### src/rtl/bounded_byte_stream_fifo_defines.svh
// ----------------------------------------------------------------------------
// Bounded byte stream FIFO assertion macros
// Shared property wrappers for clocked checks with and without reset gating.
// ----------------------------------------------------------------------------
`ifndef BOUNDED_BYTE_STREAM_FIFO_DEFINES_SVH
`define BOUNDED_BYTE_STREAM_FIFO_DEFINES_SVH

// check under reset gating
`define BBSF_ASSERT(name, clk, rst_n, prop) \
  name: assert property (@(posedge clk) disable iff (!rst_n) prop) \
    else $error("bbsf check failed");

// check at every edge, reset included
`define BBSF_ASSERT_ALWAYS(name, clk, prop) \
  name: assert property (@(posedge clk) prop) \
    else $error("bbsf check failed");

`endif

### src/rtl/bbsf_pkg.sv
// ----------------------------------------------------------------------------
// Bounded byte stream FIFO package
// Word types, opcode codes and fixed field widths.
// ----------------------------------------------------------------------------
package bbsf_pkg;

  localparam int CAP_W = 13;
  localparam logic [CAP_W-1:0] CAP_RESET = 13'd4096;

  localparam logic [1:0] OPC_WRITE = 2'd0;
  localparam logic [1:0] OPC_POP   = 2'd1;
  localparam logic [1:0] OPC_PEEK  = 2'd2;
  localparam logic [1:0] OPC_END   = 2'd3;

  typedef enum logic [3:0] {
    OP_WRITE = 4'b0001,
    OP_POP   = 4'b0010,
    OP_PEEK  = 4'b0100,
    OP_END   = 4'b1000
  } op_e;

  typedef struct packed {
    logic [1:0]  opcode;
    logic [7:0]  data_byte;
    logic [12:0] pop_count;
    logic [11:0] peek_index;
  } in_item_t;

  typedef struct packed {
    logic        accepted;
    logic [7:0]  peek_data;
    logic        range_error;
    logic [12:0] buffered;
    logic [12:0] room_left;
    logic [31:0] written_total;
    logic [31:0] read_total;
    logic        input_closed;
    logic        stream_done;
  } out_item_t;

  typedef struct packed {
    op_e         op;
    logic [7:0]  data_byte;
    logic [12:0] pop_count;
    logic [11:0] peek_index;
  } cmd_t;

  typedef struct packed {
    logic valid;
    cmd_t cmd;
  } q_head_t;

endpackage

### src/rtl/bbsf_front.sv
// ----------------------------------------------------------------------------
// Bounded byte stream FIFO front end
// Accepts input words, decodes the opcode and queues commands for the back end.
// ----------------------------------------------------------------------------
module bbsf_front (
  input  logic               clk_i,
  input  logic               rst_ni,
  input  logic               in_valid_i,
  output logic               in_ready_o,
  input  bbsf_pkg::in_item_t in_data_i,
  output bbsf_pkg::q_head_t  head_o,
  input  logic               pop_i
);
  import bbsf_pkg::*;

  cmd_t       slot_q [2];
  logic       wr_ptr_q, wr_ptr_d;
  logic       rd_ptr_q, rd_ptr_d;
  logic [1:0] cnt_q, cnt_d;
  logic       push;
  cmd_t       cmd_in;

  always_comb begin
    cmd_in.data_byte  = in_data_i.data_byte;
    cmd_in.pop_count  = in_data_i.pop_count;
    cmd_in.peek_index = in_data_i.peek_index;
    case (in_data_i.opcode)
      OPC_WRITE: cmd_in.op = OP_WRITE;
      OPC_POP:   cmd_in.op = OP_POP;
      OPC_PEEK:  cmd_in.op = OP_PEEK;
      OPC_END:   cmd_in.op = OP_END;
      default:   cmd_in.op = OP_END;
    endcase
  end

  assign in_ready_o   = (cnt_q != 2'd2);
  assign push         = in_valid_i && in_ready_o;
  assign head_o.valid = (cnt_q != 2'd0);
  assign head_o.cmd   = slot_q[rd_ptr_q];

  always_comb begin
    wr_ptr_d = push  ? ~wr_ptr_q : wr_ptr_q;
    rd_ptr_d = pop_i ? ~rd_ptr_q : rd_ptr_q;
    cnt_d    = cnt_q;
    if (push && !pop_i) begin
      cnt_d = cnt_q + 2'd1;
    end else if (!push && pop_i) begin
      cnt_d = cnt_q - 2'd1;
    end
  end

  always_ff @(posedge clk_i or negedge rst_ni) begin
    if (!rst_ni) begin
      wr_ptr_q <= 1'b0;
      rd_ptr_q <= 1'b0;
      cnt_q    <= 2'd0;
    end else begin
      wr_ptr_q <= wr_ptr_d;
      rd_ptr_q <= rd_ptr_d;
      cnt_q    <= cnt_d;
    end
  end

  always_ff @(posedge clk_i) begin
    if (push) begin
      slot_q[wr_ptr_q] <= cmd_in;
    end
  end

endmodule

### config.mk
export PLATFORM = sky130hd
export DESIGN_NAME = bbsf_front
export DESIGN_NICKNAME = d
export VERILOG_FILES = /design/src/rtl/bounded_byte_stream_fifo_defines.svh /design/src/rtl/bbsf_pkg.sv /design/src/rtl/bbsf_front.sv
export SDC_FILE = /design/constraint.sdc
export NUM_CORES = 1
export LEC_CHECK = 0
export BUFFER_PORTS_ARGS = -buffer_cell sky130_fd_sc_hd__clkbuf_2
export CAP_MARGIN = 20
export CORE_ASPECT_RATIO = 1.1
export CORE_MARGIN = 4
export CORE_UTILIZATION = 52
export CTS_CLUSTER_DIAMETER = 40
export DETAILED_ROUTE_END_ITERATION = 12
export PLACE_DENSITY = 0.8
export SYNTH_ARGS = -nofsm -noshare
export SYNTH_HDL_FRONTEND = slang
export SYNTH_SLANG_ARGS = --single-unit
### constraint.sdc
create_clock -name clk_i -period 3 [get_ports clk_i]
set_input_delay 0.3 -clock clk_i [delete_from_list [all_inputs] [get_ports clk_i]]
set_output_delay 0.3 -clock clk_i [all_outputs]
set_load 0.02 [all_outputs]
# Word level (Yosys, flattened, before mapping)
# Memory sizes are Yosys's and may differ from the RTL's.
# Index checks and enable logic that the tools add are counted.
[op_classes] add_sub_neg=2 n_eq_ne=4 muxes=5 bitwise_logic=2 reduce_logical=8
[ops] op="$pmux W4 S4" count=1
[ops] op="$eq A2 B2 Y1 const B" count=2
[ops] op="$mux W2" count=2
[ops] op="$reduce_bool A2 Y1" count=2
[ops] op="$logic_and A1 B1 Y1" count=3
[ops] op="$add A2 B1 Y2 const B" count=1
[ops] op="$eq A2 B1 Y1 const B" count=1
[ops] op="$logic_not A1 Y1" count=2
[ops] op="$logic_not A2 Y1" count=1
[ops] op="$mux W1" count=2
[ops] op="$ne A2 B2 Y1 const B" count=1
[ops] op="$not A1 Y1" count=2
[ops] op="$sub A2 B1 Y2 const B" count=1
[totals] register_bits=4 mem_bits_rw=74 out_inout_bits=39 wordCells=25 memories=1
[mem_list] memory="slot_q" depth=2 word_bits=37 rd=1 rd_clocked_by_memory_dff=0 write_ports=1 line_no="bbsf_front.sv:16" source="cmd_t slot_q [2];"

# Depth between registers and ports, before layout
# Gate-level depths: netlist of run 1.
[logic_depth] depth_word=6 mapped_depth=7 ltp_nobuf=7

# Worst setup path after synthesis of run 1
# Ideal clock, no wire load.
[synth_path] path_kind="reg2reg" start="reg cnt_q[0]" end="mem slot_q[0][0] in the netlist's numbering (enable)" setup_time_ns=0.431 t_arrival_ns=2.361 path_slack_ns=0.208 stages_incl_launch_ff=4 n_path_buf=0 synth_period_minus_slack_ns=2.792 cell_sequence="dfrtp_1 -> nand2b_1 -> nand2_1 -> nor2_1"
[synth_via] elab_chain_cells=4
[synth_rtl] item="start, declared" line_no="bbsf_front.sv:19" source="logic [1:0] cnt_q, cnt_d;"
[synth_rtl] item="start signal, assigned" line_no="bbsf_front.sv:60" source="cnt_q <= cnt_d;"
[synth_rtl] item="$ne A2 B2 Y1" line_no="bbsf_front.sv:36" source="assign in_ready_o = (cnt_q != 2'd2);"
[synth_rtl] item="net in_ready_o" line_no="bbsf_front.sv:9" source="output logic in_ready_o,"
[synth_rtl] item="$logic_and A1 B1 Y1" line_no="bbsf_front.sv:37" source="assign push = in_valid_i && in_ready_o;"
[synth_rtl] item="$mux W1" line_no="bbsf_front.sv:65" source="if (push) begin"
[synth_rtl] item="$mux W1 (implied by the code)" line_no="bbsf_front.sv:66" source="slot_q[wr_ptr_q] <= cmd_in;"
[synth_rtl] item="end, declared" line_no="bbsf_front.sv:16"
# The timed path passes the listed nets, and every way through them passes these cells.

==> results of run 1 <==
==> registers in the layout, summed over array words and instances (netlist names) <==
register,cells
cnt_q,2
rd_ptr_q,1
slot_q,74
wr_ptr_q,1
==> metal layers <==
layer | part of all wire, % | vias to the layer above | routed length (um)
met4 | 1.6 | 0 | 77
met1 | 40 | 692 | 1880
met3 | 7.5 | 11 | 352
met5 | 0 | - | 0
met2 | 51 | 59 | 2370
li1 | - | 701 | -
==> through the flow <==
| step | utilization [%] | std cells | hold slack, ns | cell area, um2 | setup slack [ns] |
|---|---|---|---|---|---|
| after floorplan | - | 137 | 0.00441 | 2970 | 0.208 |
| after global placement | 63.0 | 288 | 0.113 | 3440 | 1.07 |
| after detailed placement | 63.0 | 288 | 0.112 | 3440 | 1.07 |
| after CTS | 66.0 | 304 | 0.126 | 3610 | 0.685 |
| after global routing | 66.0 | 304 | 0.125 | 3610 | 0.618 |
| final | 66.0 | 304 | 0.144 | 3610 | 0.719 |
==> path summary, 6_finish.rpt <==
path,startpoint,end,cells after the start
max in group asynchronous,rst_ni,rd_ptr_q,2
hold reg to reg,cnt_q[1],cnt_q[1],1
setup / recovery,rd_ptr_q,head_o[7],3
hold / removal,in_data_i[3],slot_q[0][3],1
min in group asynchronous,rst_ni,cnt_q[1],2
setup reg to reg,cnt_q[0],slot_q[0][20],4
==> Yosys cell counts, drive strengths merged <==
| cell | n | area share (%) |
|---|---|---|
| edfxtp | 74 | 75 |
| nand2 | 1 | 0.13 |
| nor2b | 2 | 0.42 |
| nand2b | 1 | 0.21 |
| buf | 4 | 1.3 |
| and2 | 1 | 0.21 |
| mux2 | 37 | 17 |
| nor2 | 3 | 0.38 |
| dfrtp | 4 | 3.4 |
| xnor2 | 2 | 0.59 |
| inv | 2 | 0.25 |
| and3 | 1 | 0.21 |
| ha | 1 | 0.42 |
| or2 | 1 | 0.21 |
| xor2 | 3 | 0.89 |
==> worst max-delay path: cells and delay by family (launching register included) <==
kind,cells,cell delay [ns]
mux,1,0.33
flops,1,0.75
buf+inv,2,0.55
==> final cells by class <==
cell class	count	area, um2
sequential	78	2320
fill	411	1860
multi-input combinational	53	609
timing repair buffer	81	418
clock buffer	9	124
tap	75	93.8
clock inverter	6	30.0
inverter	2	7.51
==> power groups by stage <==
stage                     Combinational (uW)  Clock (uW)  Sequential, uW
final                                   1220         625            1640
after global routing                    1320         689            1660
after CTS                               1250         643            1640
after detailed placement                1250           0            1660
after global placement                  1240           0            1650
after floorplan                          980           0            1580
==> kinds of logic (layout without fill, tap and decap cells) <==
logic type | after synthesis | after routing
AND/OR/NAND/NOR | 10 | 10
adder cells (fa/ha/maj) | 1 | 1
XOR/XNOR | 5 | 5
multiplexers | 37 | 37
flip-flops | 78 | 78
buffers and inverters | 6 | 98
==> timing repair <==
action | CTS | global route
hold buffers | 1 | 0
hold endpoints to repair | 4 | 0
resized for setup | 0 | 0
setup buffers | 0 | 0
==> results_dict.tcl, run 1 <==
set metrics [dict create \
    status "complete, no violations" \
    nets 265 \
    seq_power_share_pct 47.0 \
    area_growth_pct 21.4 \
    antenna_found_initial 0 \
    met2_usage_pct 23.7 \
    synth_top_family_by_area "multiplexers" \
    synth_seq_cells 78 \
    path_max_fanout 24 \
    crit_required_ns 2.70 \
    relSlewSlack_pct 42.0 \
    timing.final.hold_violations 0 \
    slew_viol_final 0 \
    maxCapViolCount 0 \
    via_per_inst 4.81 \
    syn_inst 137 \
    skew_ns 0.00573 \
    power.switching_uw 1160 \
    die_h_um 87.3 \
    ant_nets 0 \
    drtIter0Drc 54 \
    grt_pass1_wl_mm 7.38 \
    fin_crit_ns 2.28 \
    finalSetupViolCount 0 \
    worstMarginPinSlew_ns 0.870 \
    synthAdderAreaFrac_pct 0.421 \
    startpoint_type "flip-flop" \
    drive_gt1_share_pct 58.5 \
    worst_path_max_delay_cell "dfrtp_2" \
    yosysSeqAreaShare_pct 78.2 \
    rrSetupSlack_ns 1.14 \
    start_util_pct 54.3 \
    grtUsageMet3_pct 4.87 \
    drc 0 \
    cts_tree "yes" \
    p_total_uw 3480 \
    cts-buffers-inserted 9 \
    grt_usage_pct 14.6 \
    busiest_layer "met2" \
    fp.dieW_um 80.0 \
    core_um2 5470 \
    max-vdd-ir-drop_v 0.000766 \
    place.gp.congestion 0.723 \
    end_kind "output port" \
    slowest_delay_ns 0.75 \
    firstDrtPassIters 4 \
    dieArea_um2 6980 \
    clock_insertion_delay_worst_skew_ns 0.34 \
    io_pins 78 \
    mostFrequentLayoutCell "clkbuf_2" \
    num_vias 1463 \
    synth_xor_area_share_pct 1.47 \
    grt_max_degree 38 \
    syn_nets 177 \
    hp-class "input port to flip-flop" \
    wirelength_mm 4.68 \
    synth_cell_types 17 \
    synthMuxAreaShare_pct 16.6 \
    finalCritPeriodShare_pct 76.0 \
    layout_common_cells "clkbuf_2, edfxtp_1, mux2_4" \
    clk_pin_slew_ns 0.07 \
    clockPowerShare_pct 18.0 \
    fmax_mhz 438 \
    clockRootBuffer "clkbuf_8" \
    synth_compound_area_share_pct 0 \
    num_rows 28 \
    power.internal_uw 2320 \
    critPathKind "flip-flop to output port" \
    rsz0062_at_grt "no" \
    hpwl_mm 3.28 \
    wl_per_cell_um 15.4 \
    ctsLongestPathBuffers 2 \
    syn_area_per_cell_um2 21.7 \
    crit_chain "buf_4 -> mux2_4 -> clkbuf_2" \
    p_sw_share_pct 33.3 \
    crit_arrival_ns 1.98 \
    h-tree-depth 3 \
    grt_pass1_vias 1589 \
    grt-ovfl-total 0 \
    cts.sinks 78 \
    combPwrFrac_pct 35.1 \
    io_buffer_count 77 \
    setup_tns_ns 0 \
    power.leakage_uw 0.00145 \
    yosys_warnings 0 \
    cellPowerDensity_nw_per_um2 966 \
    yosys.area_share.simple_pct 1.77 \
    use_met1_pct 17.7 \
    diodes 0 \
    synthesis.area_um2 2970 \
]
(Power assumes the default switching activity.)
==> run 2, diff against run 1 <==
==> constraint.sdc (replaced) <==
create_clock -name clk_i -period 2.2 [get_ports clk_i]
set_input_delay 0.22 -clock clk_i [delete_from_list [all_inputs] [get_ports clk_i]]
set_output_delay 0.22 -clock clk_i [all_outputs]
set_load 0.02 [all_outputs]
==> results_dict.tcl, run 2 (same netlist as run 1, synthesis figures left out) <==
set metrics [dict create \
    critPathKind "flip-flop to output port" \
    worstMarginPinSlew_ns 0.515 \
    clock_insertion_delay_worst_skew_ns 0.34 \
    start_util_pct 54.3 \
    maxCapViolCount 0 \
    fp.dieW_um 80.0 \
    dp.cells 289 \
    crit_required_ns 1.98 \
    r2r_start "cnt_q[0]" \
    grt_max_degree 22 \
    via_per_inst 4.82 \
    cts_tree "yes" \
    postCtsSetupRepairBufs 0 \
    p_total_uw 4940 \
    core_um2 5470 \
    wirelength_mm 4.62 \
    drc 0 \
    hp-class "input port to flip-flop" \
    slew_viol_final 0 \
    layout_common_cells "clkbuf_2, edfxtp_1, mux2_4" \
    die_h_um 87.3 \
    ctsLongestPathBuffers 2 \
    largest_reg_flops 74 \
    cts-buffers-inserted 9 \
    timing.final.hold_violations 0 \
    finalSetupViolCount 0 \
    path_max_fanout 21 \
    ant_nets 0 \
    regMostFlops "slot_q" \
    power.leakage_uw 0.00148 \
    r2r_cells 3 \
    end_kind "output port" \
    num_vias 1474 \
    fin_crit_ns 2.03 \
    hpwl_mm 3.27 \
    finalNonFillerCells 306 \
    cellPowerDensity_nw_per_um2 1350 \
    firstDrtPassIters 4 \
    crit_arrival_ns 1.81 \
    worstSetupStartpoint "rd_ptr_q" \
    largestRegisters "slot_q x74, cnt_q x2" \
    clk_pin_slew_ns 0.08 \
    crit_end "head_o[4]" \
    drtIter0Drc 62 \
    status "complete, no violations" \
    dieArea_um2 6980 \
    finalCritPeriodShare_pct 92.2 \
    nFillCells 383 \
    rrSetupSlack_ns 0.61 \
    cts.sinks 78 \
    nets 266 \
    rsz0062_at_grt "no" \
    drive_gt1_share_pct 59.3 \
    postCtsResizedCells 0 \
    diodes 0 \
    io_pins 78 \
    mostFrequentLayoutCell "clkbuf_2" \
    relSlewSlack_pct 65.6 \
    setup_tns_ns 0 \
    clockRootBuffer "clkbuf_8" \
    num_rows 28 \
    grt_usage_pct 14.5 \
    fmax_mhz 493 \
    skew_ns 0.00805 \
    place.gp.congestion 0.661 \
    grt_pass1_wl_mm 7.33 \
    io_buffer_count 77 \
    startpoint_type "flip-flop" \
    antenna_found_initial 0 \
    grt_pass1_vias 1547 \
    wl_per_cell_um 15.1 \
    grt-ovfl-total 0 \
    max-vdd-ir-drop_v 0.000810 \
    h-tree-depth 3 \
    area_growth_pct 23.7 \
    r2r_end "slot_q[1][1]" \
]
-- run 2: changes by cell type in the layout (fill, tap and decap cells not counted), sizes merged --
cell / delta
bufinv: +1
buf: +1
-- run 2: layer usage --
layer / track usage [%] / wire length [um] / vias to the layer above
met4: 8.29 / 92 / 0
met5: 0 / 0 / -
met1: 16.7 / 1780 / 705
met3: 3.93 / 299 / 10
li1: - / - / 707
met2: 24.2 / 2450 / 52
-- run 2: worst min path at each step --
stage,slack (ns),endpoint,start,depth (start not counted)
global route,0.05,slot_q[0][30],in_data_i[30],1
finish,0.07,slot_q[0][21],in_data_i[21],1
floorplan,-0.08,cnt_q[0],rst_ni,0
detailed placement,0.03,cnt_q[1],rst_ni,1
global placement,0.04,cnt_q[1],rst_ni,1
CTS,0.05,slot_q[1][6],in_data_i[6],1
-- run 2: where the power goes --
part / internal [uW] / switching, uW / total [uW]
clock network: 515 / 478 / 994
logic: 787 / 950 / 1740
registers: 2030 / 177 / 2210
-- run 2: repair_timing --
action                                  CTS  global route
hold buffers                              1             0
endpoints found under the hold margin     4             0
endpoints found under the setup margin    0             0
-- run 2: worst max-delay path, cell delays in order (launching register included) --
cell	delay (ns)
dfrtp_2	0.70
buf_12	0.25
mux2_2	0.36
clkbuf_2	0.16
-- run 2: final cells by class --
type / instances / area, um2 / area share, %
clock buffer: 9 / 124 / 3.37
clock inverter: 7 / 65.1 / 1.77
inverter: 2 / 7.51 / 0.204
multi-input combinational: 53 / 609 / 16.6
sequential: 78 / 2320 / 63.2
tap: 75 / 93.8 / 2.55
timing repair buffer: 82 / 450 / 12.3
-- run 2: stage by stage --
stage	hold WS, ns	area [um2]	utilization [%]	setup slack [ns]
finish	0.0671	3670	67.2	0.171
global route	0.0500	3670	67.2	0.0958
detailed placement	0.0344	3470	63.6	0.503
global placement	0.0366	3470	63.6	0.527
floorplan	-0.0756	2970	-	0.0172
CTS	0.0532	3670	67.2	0.131
==> run 3, diff against run 2 <==
--- a/config.mk
+++ b/config.mk
@@ -5,6 +5,7 @@
 export SDC_FILE = /design/constraint.sdc
 export NUM_CORES = 1
 export LEC_CHECK = 0
+export ABC_AREA = 1
 export BUFFER_PORTS_ARGS = -buffer_cell sky130_fd_sc_hd__clkbuf_2
 export CAP_MARGIN = 20
 export CORE_ASPECT_RATIO = 1.1
==> results_dict.tcl, run 3 <==
set metrics [dict create \
    grt_pass1_wl_mm 7.78 \
    synth_top_area_share_pct 74.3 \
    synth_commonest_cells "edfxtp_1, mux2_4, mux2_2" \
    crit_arrival_ns 1.85 \
    ctsLongestPathBuffers 2 \
    yosys.area_share.simple_pct 2.01 \
    fin_ws_ns 0.134 \
    drtIter0Drc 64 \
    r2r_cells 9 \
    grt_pass1_vias 1645 \
    start_util_pct 54.7 \
    layout_common_cells "clkbuf_2, edfxtp_1, mux2_4" \
    synthesis.area_um2 2990 \
    synthMuxAreaShare_pct 16.5 \
    die_h_um 87.5 \
    skew_ns 0.00684 \
    status "complete, no violations" \
    critPathKind "flip-flop to output port" \
    largest_reg_flops 74 \
    clock_insertion_delay_worst_skew_ns 0.33 \
    synth_xor_area_share_pct 0.879 \
    drc 0 \
    cts-buffers-inserted 9 \
    crit_required_ns 1.98 \
    yosys.area.top_type "edfxtp_1" \
    power.internal_uw 3510 \
    combPwrFrac_pct 34.2 \
    fin_crit_ns 2.07 \
    dp.cells 300 \
    synth_compound_area_share_pct 0 \
    num_rows 28 \
    min_delay_worst_endpoint "slot_q[1][26]" \
    clk_pin_slew_ns 0.07 \
    max-vdd-ir-drop_v 0.000817 \
    power.switching_uw 1620 \
    slew_viol_final 0 \
    hp-class "input port to flip-flop" \
    fp.dieW_um 80.3 \
    setup_tns_ns 0 \
    cts_tree "yes" \
    end_kind "output port" \
    mostFrequentLayoutCell "clkbuf_2" \
    grt_max_degree 38 \
    r2r_end "cnt_q[1]" \
    synth_seq_cells 78 \
    cts.sinks 78 \
    finalCritPeriodShare_pct 93.9 \
    clockRootBuffer "clkbuf_8" \
    power.leakage_uw 0.00154 \
    async_reset_ff_share_pct 5.13 \
    timing.final.hold_violations 0 \
    worstMarginPinSlew_ns 0.619 \
    syn_nets 188 \
    hold_depth 1 \
    postCtsSetupRepairBufs 0 \
    startpoint_type "flip-flop" \
    finalNonFillerCells 317 \
    seq_power_share_pct 43.3 \
    num_vias 1547 \
    path_max_fanout 24 \
    r2r_start "cnt_q[0]" \
    yosys_warnings 0 \
    place.gp.congestion 0.662 \
    via_per_inst 4.88 \
    diodes 0 \
    syn_area_per_cell_um2 20.2 \
    place_ws_ns 0.467 \
    nets 277 \
    firstDrtPassIters 4 \
    relSlewSlack_pct 58.8 \
    synth_top_family_by_area "multiplexers" \
    clockPowerShare_pct 22.5 \
    h-tree-depth 3 \
    yosys-top-cells-area "edfxtp_1, mux2_4, mux2_2, dfrtp_1, inv_1" \
    hpwl_mm 3.33 \
    wirelength_mm 4.80 \
    rsz0062_at_grt "no" \
    nFillCells 390 \
    largestRegisters "slot_q x74, cnt_q x2" \
    wl_per_cell_um 15.2 \
    io_buffer_count 77 \
    fmax_mhz 484 \
    p_sw_share_pct 31.6 \
    antenna_found_initial 0 \
    io_pins 78 \
    post-route-util_pct 68.4 \
    drive_gt1_share_pct 56.2 \
    finalSetupViolCount 0 \
    rrSetupSlack_ns 0.58 \
    regMostFlops "slot_q" \
    synth-edff-count 74 \
    maxCapViolCount 0 \
    grt_usage_pct 15.1 \
    p_total_uw 5130 \
    yosysMostFrequentCell "edfxtp_1" \
    cellPowerDensity_nw_per_um2 1370 \
    grt-ovfl-total 0 \
    yosysSeqAreaShare_pct 77.7 \
    synth_cell_types 14 \
    area_growth_pct 25.0 \
    core_um2 5470 \
    ant_nets 0 \
    syn_inst 148 \
    synth_ff_type "edfxtp_1" \
    synthAdderAreaFrac_pct 0.419 \
    dieArea_um2 7030 \
    worstHoldStart "in_data_i[26]" \
]
-- run 3: cell count changes in the layout (fill, tap and decap cells not counted), moves of 2 or more --
cell	before	now
clkbuf_8	9	11
nand2_1	1	8
nor2b_1	2	0
inv_1	2	10
-- run 3: worst max path at each step --
| stage | to | cells after the start | slack [ns] | from |
|---|---|---|---|---|
| 2_1_floorplan | slot_q[0][0] | 4 | -0.56 | cnt_q[0] |
| 3_3_place_gp | head_o[23] | 3 | 0.49 | rd_ptr_q |
| 3_5_place_dp | head_o[18] | 3 | 0.47 | rd_ptr_q |
| 4_1_cts | head_o[18] | 3 | 0.09 | rd_ptr_q |
| 5_1_grt | head_o[18] | 3 | 0.03 | rd_ptr_q |
| 6_report | head_o[18] | 3 | 0.13 | rd_ptr_q |
-- run 3: final cells by class --
type                    instances  area [um2]  share of cell area (%)
flip-flops and latches         78        2320                    62.2
multi-input cells              56         606                    16.2
repair buffers                 82         450                    12.1
clock buffers                  12         155                    4.15
well taps                      75        93.8                    2.51
clock inverters                 4        70.1                    1.88
inverters                      10        37.5                    1.00
-- run 3: power by group through the flow --
stage / combinational, uW / sequential [uW] / clock, uW
2_1_floorplan: 1340 / 2150 / 0
3_3_place_gp: 1750 / 2240 / 0
3_5_place_dp: 1780 / 2260 / 0
4_1_cts: 1790 / 2230 / 1190
5_1_grt: 1890 / 2260 / 1260
6_report: 1750 / 2220 / 1150
-- run 3: kinds of logic after synthesis --
group,count (synthesis)
XOR/XNOR,3
AND/OR/NAND/NOR,15
multiplexers,37
adder cells (fa/ha/maj),1
buffers and inverters,14
flip-flops,78
-- run 3: layer usage --
| metal | vias up | share of wire (%) | track usage [%] |
|---|---|---|---|
| li1 | 729 | - | - |
| met2 | 57 | 52 | 25.2 |
| met4 | 0 | 1.0 | 5.22 |
| met3 | 6 | 7.7 | 5.80 |
| met5 | - | 0 | 0 |
| met1 | 755 | 39 | 17.9 |
-- run 3: through the flow --
| step | hold WS (ns) | cell area [um2] |
|---|---|---|
| after floorplan | -0.0756 | 2990 |
| after global placement | 0.0333 | 3500 |
| after detailed placement | 0.0358 | 3500 |
| after CTS | 0.0548 | 3740 |
| after global routing | 0.0494 | 3740 |
| final | 0.0747 | 3740 |
-- run 3: critical path: stages, from the launching register on --
cell and delay, ns:
dfrtp_2 0.76, buf_12 0.25, mux2_4 0.32, clkbuf_2 0.16
-- run 3: timing repair --
| action | 4_1_cts | 5_1_grt |
|---|---|---|
| hold buffers | 1 | 0 |
| resized for setup | 0 | 0 |
| endpoints found under the setup margin | 0 | 0 |
| hold endpoints to repair | 4 | 0 |
